File: config.mk
export PLATFORM = sky130hd
export DESIGN_NAME = ets_divider
export DESIGN_NICKNAME = d
export VERILOG_FILES = /design/src/hw/rtl/ets_pkg.sv /design/src/hw/rtl/ets_divider.sv
export SDC_FILE = /design/constraint.sdc
export NUM_CORES = 1
export LEC_CHECK = 0
export BUFFER_PORTS_ARGS = -buffer_cell sky130_fd_sc_hd__buf_2
export CAP_MARGIN = 10
export CORE_ASPECT_RATIO = 1.4
export CORE_MARGIN = 3
export CORE_UTILIZATION = 35
export DETAILED_ROUTE_END_ITERATION = 6
export GPL_TIMING_DRIVEN = 0
export SETUP_SLACK_MARGIN = 0.1
export SLEW_MARGIN = 5
export SYNTH_ARGS = -nofsm -noshare
export SYNTH_HDL_FRONTEND = slang
export SYNTH_SLANG_ARGS = --single-unit
File: constraint.sdc
create_clock -name clk -period 4.1 [get_ports clk]
set_input_delay 0 -clock clk [delete_from_list [all_inputs] [get_ports clk]]
set_output_delay 0 -clock clk [all_outputs]
set_load 0.1 [all_outputs]
File: src/hw/rtl/ets_pkg.sv
// Shared types, constants and a helper function for the event time surface unit.
`default_nettype none
package ets_pkg;

  // Default geometry and table size
  localparam int SENSOR_WIDTH_DEF    = 256;
  localparam int SENSOR_HEIGHT_DEF   = 256;
  localparam int EXP_TABLE_DEPTH_DEF = 1024;

  // Field widths
  localparam int TS_W       = 32;
  localparam int COORD_W    = 8;
  localparam int VALUE_W    = 8;
  localparam int DECAY_W    = 24;
  localparam int THR_W      = 24;
  localparam int CFG_IDX_W  = 2;
  localparam int CFG_DATA_W = 24;
  localparam int EXP_W      = 17;   // Q1.16, 65536 is one
  // Divisor is 32 * decay: 24 + 5 bits
  localparam int DIV_W      = DECAY_W + 5;

  // Command codes
  localparam logic CMD_EVENT   = 1'b0;
  localparam logic CMD_READOUT = 1'b1;

  // Register indexes
  localparam logic [CFG_IDX_W-1:0] REG_DECAY      = 2'd0;
  localparam logic [CFG_IDX_W-1:0] REG_IGNORE_POL = 2'd1;
  localparam logic [CFG_IDX_W-1:0] REG_THRESHOLD  = 2'd2;

  // Register reset values
  localparam logic [DECAY_W-1:0] DECAY_RST = 24'd50000;
  localparam logic [THR_W-1:0]   THR_RST   = 24'd0;

  localparam logic [63:0] Q31_ONE = 64'd1 << 31;

  // Readout constants
  localparam logic [VALUE_W-1:0] NEVER_SIGNED   = 8'd128;
  localparam logic [VALUE_W-1:0] NEVER_UNSIGNED = 8'd0;

  typedef struct packed {
    logic                 cmd;
    logic [COORD_W-1:0]   pixel_x;
    logic [COORD_W-1:0]   pixel_y;
    logic                 event_polarity;
    logic [TS_W-1:0]      timestamp_us;
  } item_t;

  typedef struct packed {
    logic [VALUE_W-1:0]   surface_value;
    logic                 event_stored;
  } result_t;

  // One memory word per pixel: both filtered and both raw stamps
  typedef struct packed {
    logic [TS_W-1:0] fpos;
    logic [TS_W-1:0] fneg;
    logic [TS_W-1:0] rpos;
    logic [TS_W-1:0] rneg;
  } stamp_word_t;

  // exp(-t) in Q1.31 from a Taylor series through the t^24 term, t in Q1.31
  function automatic logic [63:0] exp_sum(input logic [63:0] t);
    logic [63:0] s;
    logic [63:0] term;
    s    = Q31_ONE;
    term = Q31_ONE;
    for (int k = 1; k <= 24; k++) begin
      term = ((term * t) >> 31) / 64'(k);
      if ((k % 2) == 1) s = s - term;
      else s = s + term;
    end
    return s;
  endfunction

endpackage
`default_nettype wire

File: src/hw/rtl/ets_divider.sv
// Restoring divider, one quotient bit per cycle.
`default_nettype none
module ets_divider #(
  parameter int NW = 47
) (
  input  logic                       clk,
  input  logic                       rst,
  input  logic                       go,
  input  logic [NW-1:0]              numer,
  input  logic [ets_pkg::DIV_W-1:0]  denom,
  output logic                       done,
  output logic [NW-1:0]              quot
);
  import ets_pkg::*;

  localparam int CNT_W = $clog2(NW + 1);

  logic [CNT_W-1:0] cnt;
  logic             run;
  logic [DIV_W-1:0] dvs;
  logic [DIV_W-1:0] rem;
  logic [DIV_W:0]   trial;
  logic             fits;

  assign trial = {rem, quot[NW-1]};
  assign fits  = trial >= {1'b0, dvs};

  // shift numerator out, quotient in
  always_ff @(posedge clk) begin
    if (rst) begin
      run  <= 1'b0;
      done <= 1'b0;
      cnt  <= '0;
    end else begin
      done <= 1'b0;
      if (go) begin
        run  <= 1'b1;
        cnt  <= CNT_W'(NW);
        quot <= numer;
        dvs  <= denom;
        rem  <= '0;
      end else if (run) begin
        rem  <= fits ? DIV_W'(trial - {1'b0, dvs}) : trial[DIV_W-1:0];
        quot <= {quot[NW-2:0], fits};
        cnt  <= cnt - CNT_W'(1);
        if (cnt == CNT_W'(1)) begin
          run  <= 1'b0;
          done <= 1'b1;
        end
      end
    end
  end

endmodule
`default_nettype wire

; Word-level counts from Yosys, hierarchy flattened
; Index checks and enable logic that the tools add are counted.
[word_totals]
output_inout_bits = 48
register_bits = 113
word_cells = 28
input_bits = 79
[op_classes]
mux = 10
bitwise_logic = 2
order_cmp = 1
n_eq_ne = 1
n_addsub = 2
reduce_logical = 5
[op_table]
columns = cell, count
row1 = 47-bit 2-to-1 mux, 2
row2 = 29-bit 2-to-1 mux, 2
row3 = 30-bit by 29-bit greater-or-equal comparator with 1-bit output, 1
row4 = 29-bit subtractor, 1
row5 = 6-bit 2-to-1 mux, 2
row6 = "6-bit by 1-bit equality test with 1-bit output, second input constant", 1
row7 = "6-bit by 1-bit subtractor with 6-bit output, second input constant", 1
row8 = 1-bit 2-to-1 mux, 4
row9 = 2-bit AND reduction, 2
row10 = 3-bit OR reduction, 1
row11 = 1-bit NOT, 2
row12 = 2-bit nonzero test, 1
row13 = 2-bit OR reduction, 1

; Logic depth before layout (Yosys ltp)
; Gate-level depths: netlist of the first run.
[depth]
ltp_word = 4
depth_mapped = 14
mapped_depth_nobuf = 12

; Least setup slack after synthesis of the first run
; No wires, ideal clock.
[synth_path]
kind = input -> register
start = input go
end = register quot[0] (enable)
path_stages = 4
n_path_buf = 2
t_arrival_ps = 3767
setup_slack_ps = -179
required_time_ps = 3588
setup_time_ps = 512
cell_sequence = clkbuf_1 > buf_1 > nor2_1 > nor2_1
[synth_between]
elab_chain_len = 2
[synth_rtl]
columns = item, line
row1 = "start, declared", ets_divider.sv:8  ; input logic go,
row2 = 2-bit nonzero test (no source line), --
row3 = 2-bit AND reduction (no source line), --
row4 = "end signal, assigned", ets_divider.sv:39  ; quot <= numer;
row5 = "end signal, assigned", ets_divider.sv:44  ; quot <= {quot[NW-2:0], fits};
row6 = "end, declared", ets_divider.sv:12  ; output logic [NW-1:0] quot
; Every way passes these cells.
; A chain may end at the register's enable or synchronous reset.

; Worst setup path after layout of the first run
[layout_path]
start = register quot[46]
end = register rem[21], data pin
[layout_between]
elab_chain_len = 3
elab_cells_between_ends = 4
classes_between = add/sub (1) / order compare (1) / mux (2)
[layout_rtl]
columns = item, line
row1 = 29-bit subtractor or 30-bit by 29-bit greater-or-equal comparator with 1-bit output (tied branches), "ets_divider.sv:43, ets_divider.sv:26"
row2 = 29-bit 2-to-1 mux *, ets_divider.sv:43  ; rem <= fits ? DIV_W'(trial - {1'b0, dvs}) : trial[DIV_W-1:0];
row3 = 29-bit 2-to-1 mux *, ets_divider.sv:42  ; end else if (run) begin
row4 = "end signal, assigned", ets_divider.sv:43
row5 = "end, declared", ets_divider.sv:21  ; logic [DIV_W-1:0] rem;
; Every way passes the cells marked *; elsewhere a longest branch is shown, timed or not. The select of a mux whose other input is x is not followed.

==> results of run 1 <==
==> power groups by stage <==
stage	combinational [uW]	sequential, uW	clock [uW]
floorplan	575	1660	0
global placement	974	1460	0
detailed placement	1010	1450	0
CTS	1070	1430	1490
global route	1160	1440	1550
finish	1060	1430	1470
==> kinds of logic after synthesis <==
logic type      share of synthesized area [%]
simple gates                            10.10
flops                                   53.08
compound gates                          10.18
mux                                     12.03
buf+inv                                 4.289
fa+ha+maj                               6.534
xor+xnor                                3.788
==> layout make-up <==
class	count	share of cell area [%]
sequential	113	38.41
multi-input combinational	344	31.03
timing repair buffer	204	17.20
clock buffer	24	5.947
tap	236	3.423
inverter	36	1.567
buffer	20	1.538
clock inverter	8	0.8848
==> per-layer routing <==
metal	wire length, um	global-route usage, %	share of wire [%]
met1	6160	18.44	40
met2	7966	29.57	52
met3	991	4.926	6.4
met4	308	5.957	2.0
met5	0	0	0
==> critical path, cell delays in order, from the launching register on <==
cell       delay [ps]
edfxtp_1          390
inv_1              60
ha_1              210
fa_1              410
and2b_1           250
o211ai_2          110
a211oi_4          300
o21ai_2           160
a2111oi_2         400
nor3_1            150
o21ai_2           150
buf_6             210
buf_12            170
mux2i_1           230
nor2_1             60
==> cells in the final DEF (no fill, tap or decap), types with 6 or more instances in the layout <==
master / instances
dlygate4sd3_1: 76
clkbuf_1: 13
xor2_1: 10
nor2_2: 8
o21a_1: 6
nand2_1: 22
nand3_1: 12
mux2_2: 48
ha_1: 31
a211oi_2: 8
mux2i_1: 21
nor3_1: 10
o21ai_0: 9
clkbuf_16: 18
a21o_1: 9
edfxtp_1: 105
a21oi_1: 21
dfxtp_1: 8
inv_1: 36
nor2_1: 49
nand4_1: 6
buf_2: 125
xnor2_1: 17
==> stage by stage <==
stage	TNS, ps	std cells	utilization (%)	worst slack, ps	total power [uW]
after floorplan	0	513	-	322.0	2238
after global placement	-3198	873	41.15	-48.68	2430
after detailed placement	0	877	41.81	535.2	2458
after CTS	0	985	49.57	520.0	3993
after global routing	0	985	49.57	357.2	4145
final	0	985	49.57	581.9	3961
==> worst max path at each step <==
stage,slack (ps),endpoint
2_1_floorplan,320,rem[9]$_SDFFCE_PP0P_
3_3_place_gp,-50,quot[12]$_DFFE_PP_
3_5_place_dp,540,rem[21]$_SDFFCE_PP0P_
4_1_cts,520,rem[21]$_SDFFCE_PP0P_
5_1_grt,360,rem[23]$_SDFFCE_PP0P_
6_report,580,rem[21]$_SDFFCE_PP0P_
==> what timing repair did <==
| item | 4_1_cts | 5_1_grt |
|---|---|---|
| buffers inserted | 0 | 0 |
| hold buffers | 76 | 0 |
| endpoints found under the setup margin | 0 | 0 |
| hold endpoints to repair | 76 | 0 |
==> state kept, by name, indices dropped and copies added, names as in the netlist <==
name,count
run,1
done,1
dvs,29
cnt,6
rem,29
quot,47
==> flow_summary.json, run 1 <==
{
  "status": "completed",
  "finClkSkew_ps": 8.858,
  "antenna_found_initial": 0,
  "initial_core_util_pct": 35.87,
  "postSynthCellCount": 513,
  "dieArea_sq_um": 19500,
  "clkLatencyLatePin_ps": 420,
  "holdWs_ps": 18.49,
  "final-max-slew-violation-count": 0,
  "crit_start": "quot[46]$_DFFE_PP_",
  "ioPinCount": 127,
  "hold_viol": 0,
  "ys_types": 55,
  "peakVddDrop_v": 0.0002579,
  "hp-class": "in -> reg",
  "critPathArrivalTime_ps": 3670,
  "placedInstanceArea_sq_um": 7276,
  "switching_share_pct": 31.20,
  "r2r_start": "quot[46]$_DFFE_PP_",
  "ys_top_cells_by_count": "edfxtp_1, nor2_1, mux2_2",
  "multi_input_area_sq_um": 2676,
  "grtUsageTotal_pct": 16.45,
  "power_density_nw_per_um2": 459.2,
  "cts-resized-gates": 0,
  "yosysMostFrequentCell": "edfxtp_1",
  "rows": 57,
  "netlist_area_sq_um": 6242,
  "regArea_sq_um": 3313,
  "postRouteWirelength_mm": 15.43,
  "grt_pass1_vias": 5209,
  "clock_path_buffers": 2,
  "drv_cap": 0,
  "synthArstFlopShare_pct": 0,
  "rr_worst_depth": 14,
  "grt_first_pass_wirelength_mm": 25.50,
  "clkTransAtPathRegs_ps": 60,
  "synth.avg_cell_area_sq_um": 12.17,
  "post-dp-hpwl_mm": 11.02,
  "synth_area_leaders": "edfxtp_1, mux2_2, ha_1",
  "fp.dieH_um": 164.0,
  "p_switching_uw": 1236,
  "hold_depth": 2,
  "yosysSeqAreaShare_pct": 53.08,
  "timing.fmax_mhz": 284.2,
  "synth_top_area_cell": "edfxtp_1",
  "drive_above_1_share_pct": 31.38,
  "timing.final.crit_share_pct": 85.81,
  "die-width_um": 118.9,
  "pwr-share-clk_pct": 37.0,
  "critPathCaptureType": "flop",
  "setup-violations-final": 0,
  "cts.sinks": 113,
  "coreArea_sq_um": 17400,
  "worstPathRequired_ps": 4250,
  "drc": 0,
  "cts_buffers": 17,
  "ant_nets": 0,
  "slew_headroom_pct": 40.97,
  "start_kind": "flop",
  "dr.pass1.iters": 5,
  "num-fill-cells": 1579,
  "synth_edf_count": 105,
  "port_buffers": 124,
  "crit_type": "reg -> reg",
  "ys_ff_latch": 113,
  "pwr-share-comb_pct": 26.8,
  "worstReg2RegEnd": "rem[21]$_SDFFCE_PP0P_",
  "cts.htree.levels": 4,
  "whs_endpoint": "cnt[2]$_SDFFE_PP0N_",
  "hold_start": "rst",
  "cts-root-buf": "clkbuf_16",
  "final_cell_area_sq_um": 8626,
  "ys_warn_count": 0,
  "r2r_slack_ps": 580,
  "synthesis.nets": 624,
  "viasPerCell": 4.863,
  "grt_max_degree": 26,
  "wl_per_cell_um": 15.66,
  "first_iter_violations": 183,
  "intPower_uw": 2725,
  "grt-ovfl-total": 0,
  "diodes": 0,
  "num_vias": 4790,
  "cts_tree": "done",
  "p_leak_uw": 0.003608,
  "ys.flop_type": "edfxtp_1",
  "seq_power_share_pct": 36.1,
  "period_needed_ps": 3518,
  "place.gp.congestion": 0.8902,
  "grt_setup_unrepaired": "no",
  "final_nets": 847,
  "syn_to_final_growth_pct": 38.18,
  "synth_top_area_share_pct": 50.51,
  "crit_fanout": 10,
  "worst_pin_slew_ps": 885.4
}
(Power assumes the default switching activity.)
==> run 2: changes to the inputs <==
--- a/config.mk
+++ b/config.mk
@@ -10,6 +10,8 @@
 export CORE_ASPECT_RATIO = 1.4
 export CORE_MARGIN = 3
 export CORE_UTILIZATION = 35
+export CTS_BUF_LIST = sky130_fd_sc_hd__clkbuf_8
+export CTS_CLUSTER_DIAMETER = 120
 export DETAILED_ROUTE_END_ITERATION = 6
 export GPL_TIMING_DRIVEN = 0
 export SETUP_SLACK_MARGIN = 0.1
==> constraint.sdc (replaced) <==
create_clock -name clk -period 3.5 [get_ports clk]
set_input_delay 0 -clock clk [delete_from_list [all_inputs] [get_ports clk]]
set_output_delay 0 -clock clk [all_outputs]
set_load 0.1 [all_outputs]
==> flow_summary.json, run 2 (synthesized netlist as in run 1, its figures left out) <==
{
  "placedInstanceArea_sq_um": 7274,
  "port_buffers": 124,
  "wl_per_cell_um": 15.84,
  "largest_register": "quot",
  "cts_buffers": 17,
  "clkLatencyLatePin_ps": 440,
  "initial_core_util_pct": 35.87,
  "top_regs": "quot: 47 flops, dvs: 29 flops, rem: 29 flops",
  "diodes": 0,
  "drv_cap": 0,
  "critPathArrivalTime_ps": 3380,
  "period_needed_ps": 3212,
  "critPathCaptureType": "flop",
  "largest_reg_flops": 47,
  "dieArea_sq_um": 19500,
  "power_uw": 4264,
  "grt_first_pass_wirelength_mm": 25.78,
  "multi_input_area_sq_um": 2710,
  "crit_fanout": 10,
  "crit_family": "compound AO/OA/AOI/OAI gates",
  "grt_setup_unrepaired": "no",
  "start_kind": "flop",
  "crit_slowest_cell": "edfxtp_1",
  "worst_pin_slew_ps": 871.8,
  "finClkSkew_ps": 14.58,
  "grt-ovfl-total": 0,
  "holdWs_ps": 269.4,
  "final_cell_area_sq_um": 8506,
  "final_cell_mix": "buf_2, edfxtp_1, dlygate4sd3_1, nor2_1, mux2_2",
  "max_stage_delay_ps": 400,
  "p_leak_uw": 0.003539,
  "viasPerCell": 4.856,
  "setup-violations-final": 0,
  "post-dp-hpwl_mm": 10.92,
  "cts_tree": "done",
  "setup_ws_ps": 288.2,
  "hold_depth": 2,
  "place.gp.congestion": 0.8777,
  "cts.sinks": 113,
  "coreArea_sq_um": 17400,
  "status": "completed",
  "clock_path_buffers": 2,
  "hp-class": "in -> reg",
  "tns_ps": 0,
  "syn_to_final_growth_pct": 36.26,
  "final-max-slew-violation-count": 0,
  "drive_above_1_share_pct": 32.23,
  "ant_nets": 0,
  "hold_viol": 0,
  "path_buf_inv": 3,
  "grt_max_degree": 30,
  "drc": 0,
  "crit_chain": "inv_1, ha_2, fa_2, and2b_1, o211ai_2, a211oi_4, o21ai_4, a2111oi_4, nor3_2, o21ai_2, buf_6, buf_12, mux2i_1, nor2_1",
  "cts.htree.levels": 4,
  "detailedPlace.worstSlack_ps": 103.2,
  "grt_pass1_vias": 5450,
  "grtUsageTotal_pct": 16.72,
  "timing.final.crit_share_pct": 91.76,
  "fp.dieH_um": 164.0,
  "postRouteWirelength_mm": 15.68,
  "ioPinCount": 127,
  "crit_type": "reg -> reg",
  "cp_num_cells": 14,
  "first_iter_violations": 157,
  "num-fill-cells": 1605,
  "cts-root-buf": "clkbuf_8",
  "slew_headroom_pct": 41.88,
  "num_vias": 4807,
  "peakVddDrop_v": 0.0003320,
  "dr.pass1.iters": 4,
  "regArea_sq_um": 3313,
  "worstPathRequired_ps": 3670,
  "final_common_cell": "buf_2",
  "timing.fmax_mhz": 311.4,
  "final_nets": 852,
  "rows": 57,
  "antenna_found_initial": 0,
  "clkTransAtPathRegs_ps": 80,
  "rr_worst_depth": 14,
  "power_density_nw_per_um2": 501.3,
  "die-width_um": 118.9
}
run 2: metrics by stage:
| stage | cells | util (%) |
|---|---|---|
| after floorplan | 513 | - |
| after global placement | 873 | 41.30 |
| after detailed placement | 876 | 41.80 |
| after CTS | 987 | 48.71 |
| after global routing | 990 | 48.88 |
| final | 990 | 48.88 |
run 2: metal layers:
metal	vias to the layer above	routed length, um	track usage (%)
li1	2349	-	-
met5	-	0	0
met2	173	7858	29.11
met4	0	453	8.118
met1	2251	6222	18.23
met3	34	1144	5.718
run 2: cell type report:
cell class	count	area share [%]
multi-input cells	344	31.86
inverters	36	1.589
repair buffers	209	17.68
well taps	236	3.472
flip-flops and latches	113	38.95
clock buffers	17	2.751
plain buffers	20	1.559
clock inverters	15	2.133
run 2: final timing paths:
kind / startpoint / endpoint / slack (ps)
max: quot[46]$_DFFE_PP_ / rem[15]$_SDFFCE_PP0P_ / 290
min: denom[5] / dvs[5]$_DFFE_PP_ / 270
max reg2reg: quot[46]$_DFFE_PP_ / rem[15]$_SDFFCE_PP0P_ / 290
min reg2reg: quot[10]$_DFFE_PP_ / quot[11]$_DFFE_PP_ / 590
run 2: worst reg2reg max path: stages (launching register included):
cell	delay, ps
edfxtp_1	400
inv_1	70
ha_2	180
fa_2	350
and2b_1	230
o211ai_2	120
a211oi_4	300
o21ai_4	130
a2111oi_4	350
nor3_2	100
o21ai_2	130
buf_6	150
buf_12	150
mux2i_1	220
nor2_1	60
run 2: where the power goes:
group          internal, uW  leakage [uW]  switching, uW  total, uW
logic                   492       0.00227            772       1260
registers              1620       0.00107           57.6       1670
clock network           709      0.000197            617       1330
run 2: repair_timing:
action / CTS / global route
setup buffers: 2 / 3
endpoints found under the setup margin: 10 / 19
pin swaps: 0 / 2
hold buffers: 77 / 0
endpoints found under the hold margin: 81 / 0
gates resized for setup: 0 / 1
==> run 3: changes to the inputs <==
--- a/config.mk
+++ b/config.mk
@@ -5,15 +5,16 @@
 export SDC_FILE = /design/constraint.sdc
 export NUM_CORES = 1
 export LEC_CHECK = 0
-export BUFFER_PORTS_ARGS = -buffer_cell sky130_fd_sc_hd__buf_2
+export BUFFER_PORTS_ARGS = -buffer_cell sky130_fd_sc_hd__clkbuf_2
 export CAP_MARGIN = 10
 export CORE_ASPECT_RATIO = 1.4
 export CORE_MARGIN = 3
-export CORE_UTILIZATION = 35
+export CORE_UTILIZATION = 45
 export CTS_BUF_LIST = sky130_fd_sc_hd__clkbuf_8
 export CTS_CLUSTER_DIAMETER = 120
 export DETAILED_ROUTE_END_ITERATION = 6
 export GPL_TIMING_DRIVEN = 0
+export PLACE_DENSITY = 0.67
 export SETUP_SLACK_MARGIN = 0.1
 export SLEW_MARGIN = 5
 export SYNTH_ARGS = -nofsm -noshare
==> constraint.sdc (replaced) <==
create_clock -name clk -period 3.9 [get_ports clk]
set_input_delay 0 -clock clk [delete_from_list [all_inputs] [get_ports clk]]
set_output_delay 0 -clock clk [all_outputs]
set_load 0.1 [all_outputs]
==> flow_summary.json, run 3 (synthesized netlist as in run 1, its figures left out) <==
{
  "status": "completed",
  "worstPathRequired_ps": 4080,
  "grt-ovfl-total": 0,
  "top_regs": "quot: 47 flops, dvs: 29 flops, rem: 29 flops",
  "crit_fanout": 10,
  "num_vias": 4773,
  "ctsHoldBuffers": 77,
  "clock_path_buffers": 2,
  "antenna_found_initial": 0,
  "first_iter_violations": 198,
  "timing.fmax_mhz": 285.3,
  "largest_reg_flops": 47,
  "die-width_um": 105.5,
  "ant_nets": 0,
  "crit_type": "reg -> reg",
  "wl_per_cell_um": 16.49,
  "rows": 50,
  "ioPinCount": 127,
  "cts.htree.levels": 4,
  "coreArea_sq_um": 13450,
  "port_buffers": 124,
  "grt_max_degree": 32,
  "critPathCaptureType": "flop",
  "clkLatencyLatePin_ps": 450,
  "drv_cap": 0,
  "timing.final.crit_share_pct": 89.88,
  "grtUsageTotal_pct": 20.62,
  "final-max-slew-violation-count": 0,
  "postRouteWirelength_mm": 15.34,
  "cts.sinks": 113,
  "grt_setup_unrepaired": "no",
  "dr.pass1.iters": 5,
  "diodes": 0,
  "power_uw": 3640,
  "final_cell_mix": "clkbuf_2, edfxtp_1, dlygate4sd3_1, nor2_1, mux2_2",
  "cts_buffers": 17,
  "drive_above_1_share_pct": 31.28,
  "fin_cells": 930,
  "start_kind": "flop",
  "syn_to_final_growth_pct": 32.67,
  "hp-class": "in -> reg",
  "cts-resized-gates": 0,
  "dieArea_sq_um": 15340,
  "setup-violations-final": 0,
  "dp.cells": 821,
  "grt_pass1_vias": 5146,
  "p_leak_uw": 0.003505,
  "place.gp.congestion": 0.8343,
  "viasPerCell": 5.132,
  "final_common_cell": "clkbuf_2",
  "slew_headroom_pct": 41.02,
  "clkTransAtPathRegs_ps": 70,
  "cts_tree": "done",
  "power_density_nw_per_um2": 439.5,
  "finClkSkew_ps": 11.45,
  "largest_register": "quot",
  "grt_first_pass_wirelength_mm": 24.96,
  "critPathArrivalTime_ps": 3680,
  "worst_pin_slew_ps": 882.8,
  "peakVddDrop_v": 0.0003565,
  "period_needed_ps": 3505,
  "post-dp-hpwl_mm": 10.42,
  "cts_setup_buffers": 0,
  "cts-root-buf": "clkbuf_8",
  "fp.dieH_um": 145.4,
  "drc": 0,
  "hold_viol": 0,
  "initial_core_util_pct": 46.41,
  "final_nets": 846
}
[run 3: cell types whose count changed in the layout (fill, tap and decap cells not counted), sizes merged]
cell and delta:
buf -130, clkbuf +125, bufinv -2, clkinv +1, clkinvlp +1, inv -1
[run 3: layer usage]
metal | GRT usage [%] | vias up | wire length, um
met5 | 0 | - | 0
met4 | 8.101 | 0 | 337
met3 | 7.235 | 29 | 1011
met2 | 35.95 | 156 | 8008
met1 | 22.89 | 2251 | 5979
li1 | - | 2337 | -
[run 3: worst paths after layout]
check                                         start  depth (start not counted)               endpoint  slack, ps
worst max-delay path             quot[46]$_DFFE_PP_                         14  rem[20]$_SDFFCE_PP0P_        390
worst min-delay path                       denom[0]                          2       dvs[0]$_DFFE_PP_        270
worst max register to register   quot[46]$_DFFE_PP_                         14  rem[20]$_SDFFCE_PP0P_        390
worst min register to register  cnt[4]$_SDFFE_PP0P_                          2    cnt[4]$_SDFFE_PP0P_        570
[run 3: metrics by stage]
step	util (%)	setup TNS (ps)	hold slack (ps)	cell area (sq um)	setup slack, ps
2_1_floorplan	-	0	98.87	6245	122.0
3_3_place_gp	52.73	-20200	179.5	7093	-269.7
3_5_place_dp	53.13	0	178.6	7146	411.4
4_1_cts	61.57	0	245.2	8282	395.0
5_1_grt	61.57	0	246.7	8282	207.0
6_report	61.57	0	270.3	8282	394.8
[run 3: layout make-up]
class | instances | area, sq um
repair buffers | 203 | 1431
flip-flops and latches | 113 | 3313
well taps | 182 | 227.7
clock buffers | 18 | 247.7
inverters | 36 | 135.1
plain buffers | 20 | 132.6
multi-input cells | 344 | 2676
fillers | 1090 | 5169
clock inverters | 14 | 117.6
[run 3: power breakdown]
| group | internal (uW) | leakage, uW | switching, uW |
|---|---|---|---|
| logic | 425 | 0.00226 | 684 |
| clock network | 514 | 0.000178 | 512 |
| registers | 1450 | 0.00107 | 53.0 |
[run 3: worst max-delay path, stage by stage, from the launching register on]
cell	delay (ps)
edfxtp_1	390
inv_1	60
ha_1	220
fa_1	420
and2b_1	250
o211ai_2	120
a211oi_4	280
o21ai_2	160
a2111oi_2	380
nor3_1	150
o21ai_2	140
buf_6	200
buf_12	170
mux2i_1	220
nor2_1	70
